$ cat config.mk
export PLATFORM = sky130hd
export DESIGN_NAME = ycr_expand
export DESIGN_NICKNAME = d
export VERILOG_FILES = /design/src/ycr_pkg.sv /design/src/ycr_expand.sv
export SDC_FILE = /design/constraint.sdc
export NUM_CORES = 1
export LEC_CHECK = 0
export BUFFER_PORTS_ARGS = -buffer_cell sky130_fd_sc_hd__buf_2
export CAP_MARGIN = 20
export CELL_PAD_IN_SITES_DETAIL_PLACEMENT = 0
export CELL_PAD_IN_SITES_GLOBAL_PLACEMENT = 1
export CORE_ASPECT_RATIO = 0.7
export CORE_UTILIZATION = 45
export DETAILED_ROUTE_END_ITERATION = 16
export MAX_ROUTING_LAYER = met4
export PLACE_DENSITY_LB_ADDON = 0.1
export SLEW_MARGIN = 20
export SYNTH_ARGS = -nofsm -noshare
export SYNTH_HDL_FRONTEND = slang
export SYNTH_SLANG_ARGS = --single-unit
$ cat constraint.sdc
create_clock -name i_clk -period 24.6 [get_ports i_clk]
set_clock_uncertainty 0.05 [all_clocks]
set_input_delay 2.46 -clock i_clk [delete_from_list [all_inputs] [get_ports i_clk]]
set_output_delay 2.46 -clock i_clk [all_outputs]
set_load 0.02 [all_outputs]
$ cat src/ycr_pkg.sv
`timescale 1ns / 1ps
`default_nettype none
// ----------------------------------------------------------------------------
// ycr_pkg
// Shared types, widths and constants of the YCbCr to RGB pixel converter.
// ----------------------------------------------------------------------------
package ycr_pkg;

    localparam int SAMPLE_WIDTH = 16;          // raw sample container
    localparam int EXP_W        = 20;          // expanded sample, signed Q16
    localparam int COEF_W       = 17;          // matrix coefficient, unsigned Q16
    localparam int PROD_W       = EXP_W + COEF_W + 1;
    localparam int RND_W        = PROD_W - 16; // product rounded back to Q16
    localparam int CHAN_W       = 23;          // matrix output channel, signed Q16
    localparam int OUT_W        = 16;
    localparam int BITS_W       = 5;
    localparam int LIM_P_W      = 26;          // limited-range dividend
    localparam int RECIP_W      = 27;
    localparam int LIM_PROD_W   = LIM_P_W + RECIP_W;
    localparam int RECIP_SHIFT  = 35;

    localparam logic [BITS_W-1:0] BITS_MIN = 5'd8;
    localparam logic [BITS_W-1:0] BITS_MAX = 5'(SAMPLE_WIDTH);

    // ceil(2^35 / 438) and ceil(2^35 / 448): exact quotient for dividends below 2^26
    localparam logic [RECIP_W-1:0] RECIP_LUMA   = 27'd78446892;
    localparam logic [RECIP_W-1:0] RECIP_CHROMA = 27'd76695845;
    // D + 2*D*65536 with D = 219 (luma) or 224 (chroma); keeps the dividend positive
    localparam logic signed [27:0] BIAS_LUMA    = 28'sd28704987;
    localparam logic signed [27:0] BIAS_CHROMA  = 28'sd29360352;
    localparam logic signed [EXP_W-1:0] BIAS_QUOT = 20'sd65536;
    localparam logic signed [EXP_W-1:0] HALF_Q16  = 20'sd32768;

    typedef enum logic [2:0] {
        MAT_RGB    = 3'd0,
        MAT_BT709  = 3'd1,
        MAT_BT601  = 3'd2,
        MAT_BT2020 = 3'd3,
        MAT_YCGCO  = 3'd4
    } t_matrix;

    typedef enum logic [1:0] {
        REG_RANGE_MODE    = 2'd0,
        REG_SAMPLE_BITS   = 2'd1,
        REG_MATRIX_SELECT = 2'd2,
        REG_WIDE_OUTPUT   = 2'd3
    } t_reg_idx;

    typedef struct packed {
        logic [COEF_W-1:0] a;   // V into R
        logic [COEF_W-1:0] b;   // U into B
        logic [COEF_W-1:0] c;   // U out of G
        logic [COEF_W-1:0] d;   // V out of G
    } t_coef;

    // Per-lane range expansion setup
    typedef struct packed {
        logic              full;    // full range
        logic              chroma;  // chroma offset and 224 scale
        logic [BITS_W-1:0] bits;    // clamped sample depth, 8..SAMPLE_WIDTH
    } t_exp_cfg;

    function automatic t_coef matrix_coef(input t_matrix mat);
        t_coef k;
        unique case (mat)
            MAT_BT709:  k = '{a: 17'd103206, b: 17'd121609, c: 17'd12276, d: 17'd30679};
            MAT_BT601:  k = '{a: 17'd91881,  b: 17'd116130, c: 17'd22553, d: 17'd46802};
            MAT_BT2020: k = '{a: 17'd96639,  b: 17'd123299, c: 17'd10784, d: 17'd37444};
            default:    k = '0;
        endcase
        return k;
    endfunction

endpackage
`default_nettype wire

$ cat src/ycr_expand.sv
`timescale 1ns / 1ps
`default_nettype none
// ----------------------------------------------------------------------------
// ycr_expand
// Three-stage range expansion of one sample to signed Q16.
// ----------------------------------------------------------------------------
module ycr_expand (
    input  logic                              i_clk,
    input  logic [2:0]                        i_adv,    // per-stage load enable
    input  ycr_pkg::t_exp_cfg                 i_cfg,
    input  logic [ycr_pkg::SAMPLE_WIDTH-1:0]  i_sample,
    output logic signed [ycr_pkg::EXP_W-1:0]  o_q
);

    // stage A: mask, full-range fold, limited-range dividend
    logic [16:0] mask17;
    logic [15:0] v;
    logic [4:0]  shl_full;
    logic [15:0] a_full;
    logic [15:0] a_hi;
    logic [15:0] a_lo;
    logic [3:0]  s;
    logic [4:0]  shl_lim;
    logic [16:0] off;
    logic signed [16:0] x;
    logic signed [26:0] n_lim;
    logic signed [27:0] p_lim;

    logic [ycr_pkg::LIM_P_W-1:0] r_p;
    logic [16:0]                 r_base;
    logic [16:0]                 r_rem;

    always_comb begin
        mask17   = (17'd1 << i_cfg.bits) - 17'd1;
        v        = i_sample & mask17[15:0];
        // full range: v*2^16 = (A + A_hi)*D + (A_hi + A_lo), D = 2^n-1
        shl_full = 5'd16 - i_cfg.bits;
        a_full   = v << shl_full;
        a_hi     = a_full >> i_cfg.bits;
        a_lo     = a_full & mask17[15:0];
        // limited range: (v - off*2^s) * 2^(16-s) / 219 or 224
        s        = 4'(i_cfg.bits - ycr_pkg::BITS_MIN);
        shl_lim  = 5'd16 - {1'b0, s};
        off      = i_cfg.chroma ? (17'd128 << s) : (17'd16 << s);
        x        = $signed({1'b0, v} - off);
        n_lim    = 27'(x) <<< shl_lim;
        p_lim    = (28'(n_lim) <<< 1)
                 + (i_cfg.chroma ? ycr_pkg::BIAS_CHROMA : ycr_pkg::BIAS_LUMA);
    end

    always_ff @(posedge i_clk) begin
        if (i_adv[0]) begin
            r_p    <= p_lim[ycr_pkg::LIM_P_W-1:0];
            r_base <= {1'b0, a_full} + {1'b0, a_hi};
            r_rem  <= {1'b0, a_lo} + {1'b0, a_hi};
        end
    end

    // stage B: remainder correction and rounding, reciprocal multiply
    logic [15:0] d16;
    logic        c1;
    logic        c2;
    logic [16:0] rem2;
    logic [ycr_pkg::RECIP_W-1:0]    recip;
    logic [ycr_pkg::LIM_PROD_W-1:0] r_prod;
    logic [16:0]                    r_qf;

    always_comb begin
        d16   = mask17[15:0];
        c1    = r_rem >= {1'b0, d16};
        rem2  = c1 ? (r_rem - {1'b0, d16}) : r_rem;
        c2    = {rem2, 1'b0} > {2'b0, d16};   // D is odd, never a tie
        recip = i_cfg.chroma ? ycr_pkg::RECIP_CHROMA : ycr_pkg::RECIP_LUMA;
    end

    always_ff @(posedge i_clk) begin
        if (i_adv[1]) begin
            r_prod <= ycr_pkg::LIM_PROD_W'(r_p) * ycr_pkg::LIM_PROD_W'(recip);
            r_qf   <= r_base + 17'(c1) + 17'(c2);
        end
    end

    // stage C: remove bias or chroma offset
    logic signed [ycr_pkg::EXP_W-1:0] q_lim;
    logic signed [ycr_pkg::EXP_W-1:0] q_full;
    logic signed [ycr_pkg::EXP_W-1:0] r_q;

    always_comb begin
        q_lim  = $signed({2'b0, r_prod[ycr_pkg::LIM_PROD_W-1:ycr_pkg::RECIP_SHIFT]})
               - ycr_pkg::BIAS_QUOT;
        q_full = $signed({3'b0, r_qf}) - (i_cfg.chroma ? ycr_pkg::HALF_Q16 : 20'sd0);
    end

    always_ff @(posedge i_clk) begin
        if (i_adv[2]) begin
            r_q <= i_cfg.full ? q_full : q_lim;
        end
    end

    assign o_q = r_q;

endmodule
`default_nettype wire

==> out/results.ini <==
[timing]
relSlewSlack_pct=18.9
hold_ws_ns=0.493
rsz0062_at_grt=false
fin_crit_sh_pct=48.0
worst_slew_pin_slew_ns=1.20
setup_viol=0
setup_tns_ns=0
hold_viol_final=0
layout_min_cycle_time_ns=11.80
timing.fmax_mhz=84.8
drv_slew=0

[critical_path]
worstPathArrival_ns=11.92
cpMostUsedCell=ha_1
cp_slowest_cell=or4_1
cp_max_fo=27
critPathMaxStageDelay_ns=0.57
worst_ep_required_time_ns=24.73
worstSetupEndpointType=flip-flop
crit-reg2reg-capture=r_prod[52]
cp.depth=37
critical_path.top_delay_family=adder cells
rr_worst_depth=26
critPathLaunchType=primary input
r2r_start=r_p[6]
critPathKind=primary input to flip-flop
worst-path-buf-inv=7
reg2reg_slack_ns=16.42

[drt]
viasPerCell=5.61
vias=18800
drt_iter0_markers=1513
ant_nets=0
drc_errors=0
drt-total-wl_um=72700
dr.pass1.iters=5
post_drt_wl_per_cell_um=21.8

[synthesis]
synth-main-ff-cell=edfxtp_1
synth_warnings=0
synth.avg_cell_area_sq_um=9.06
synthArstFlopShare_pct=0
yosysTopAreaCellShare_pct=22.4
synth.top_cells.by_area=fa_1 (22%), ha_1 (20%), edfxtp_1 (14%), inv_1 (8.5%), xnor2_1 (2.6%)
synth_edf_count=114
synthCells=2627
syn_area_sq_um=23800
ys_seq_area_share_pct=14.4
synth-seq-cells=114
ys_top_cells_by_count=inv_1 (537), ha_1 (382), fa_1 (266)
yosysMostFrequentCell=inv_1
yosys.area.top_type=fa_1
synth_cell_types=88

[floorplan]
die_h_um=194
core-area_sq_um=52200
die-area_sq_um=53800
pin_count=47
initial_utilization_pct=45.6
dieWidth_um=277
num_rows=70

[final_layout]
fin_area_sq_um=25400
utilization_pct=48.6
final.fill_count=4994
num_antenna_cells=0
seq_area_sq_um=3420
area_delta_synth_final_pct=6.55
multiInputGateArea_sq_um=18000
fin_nets=3320
layout-drive-gt1-share_pct=6.70

[global_routing]
overflow=0
grt_max_degree=61
antenna_found_initial=0
grt_pass1_wl_um=114000
gr-usage-all-layers_pct=28.6
first_global_vias=18900

[hold_path]
whs_endpoint=o_q[3]
min_path_type=flip-flop to flip-flop
hold_start=r_prod[38]
worstHoldPathCells=1

[clock_tree]
path_clk_slew_ns=0.06
cts_sinks=114
cts_resized=0
htreeDepth=4
insertion_delay_ns=0.43
cts_buffer_depth=2
cts_buffers=17
root_buffer=clkbuf_16
postCtsSetupBuffers=0
tritoncts=built
hold_buffers=0

[placed_design]
hpwlAfterDp_um=61000
gp_congestion=0.966
place_area_sq_um=24700
io_buffers=46

[run]
max_cap_violations=0

[run_status]
status=finished clean

-- cell type report --
class | count | area share, %
repair buffers | 69 | 1.59
inverters | 538 | 7.96
multi-input cells | 1905 | 71.2
flip-flops and latches | 114 | 13.5
clock buffers | 18 | 1.69
well taps | 684 | 3.37
clock inverters | 13 | 0.720
-- flip-flops by register name, indices dropped and copies added, names as in the netlist --
name / cells
r_prod: 18
o_q: 19
r_qf: 17
r_rem: 17
r_base: 17
r_p: 26
-- cells in the final DEF (no fill, tap or decap), types with 46 or more instances in the layout --
cell type	Yosys	routed
inv_1	537	537
a21oi_1	85	85
fa_1	266	266
nand2_1	162	162
ha_1	382	382
nor2_1	161	160
nor3_1	49	49
o21ai_0	87	87
edfxtp_1	114	114
buf_2	17	46
xnor2_1	70	70
-- logic make-up (layout without fill, tap and decap cells) --
logic type,count (synthesis),count (layout),synth area share [%]
mux,66,66,3.52
flops,114,114,14.4
compound gates,466,466,13.6
buf+inv,632,638,10.2
other cells,2,26,0.0316
simple gates,602,602,12.3
xor+xnor,97,97,3.57
fa+ha+maj,648,648,42.5
-- worst max-delay path by stage --
stage              from  endpoint  slack (ns)
2_1_floorplan  i_cfg[0]  r_qf[16]       13.53
5_1_grt        i_cfg[1]  r_qf[16]       12.36
3_5_place_dp   i_cfg[1]  r_qf[16]       12.54
6_report       i_cfg[1]  r_qf[16]       12.80
4_1_cts        i_cfg[1]  r_qf[16]       12.96
3_3_place_gp   i_cfg[1]  r_qf[16]       12.82
-- through the flow --
step	worst slack, ns	std cells
after floorplan	13.53	2651
after detailed placement	12.54	3310
final	12.80	3341
after global placement	12.82	3310
after global routing	12.36	3341
after CTS	12.96	3341
-- layer usage --
| layer | wire length (um) | global-route usage, % |
|---|---|---|
| met1 | 37500 | 44.8 |
| met2 | 28300 | 37.4 |
| met3 | 6310 | 6.67 |
| met4 | 633 | 3.31 |
| met5 | 0 | - |
Power is not shown: default switching activity piles up to over one toggle a cycle in this logic, so the estimate is an artifact.
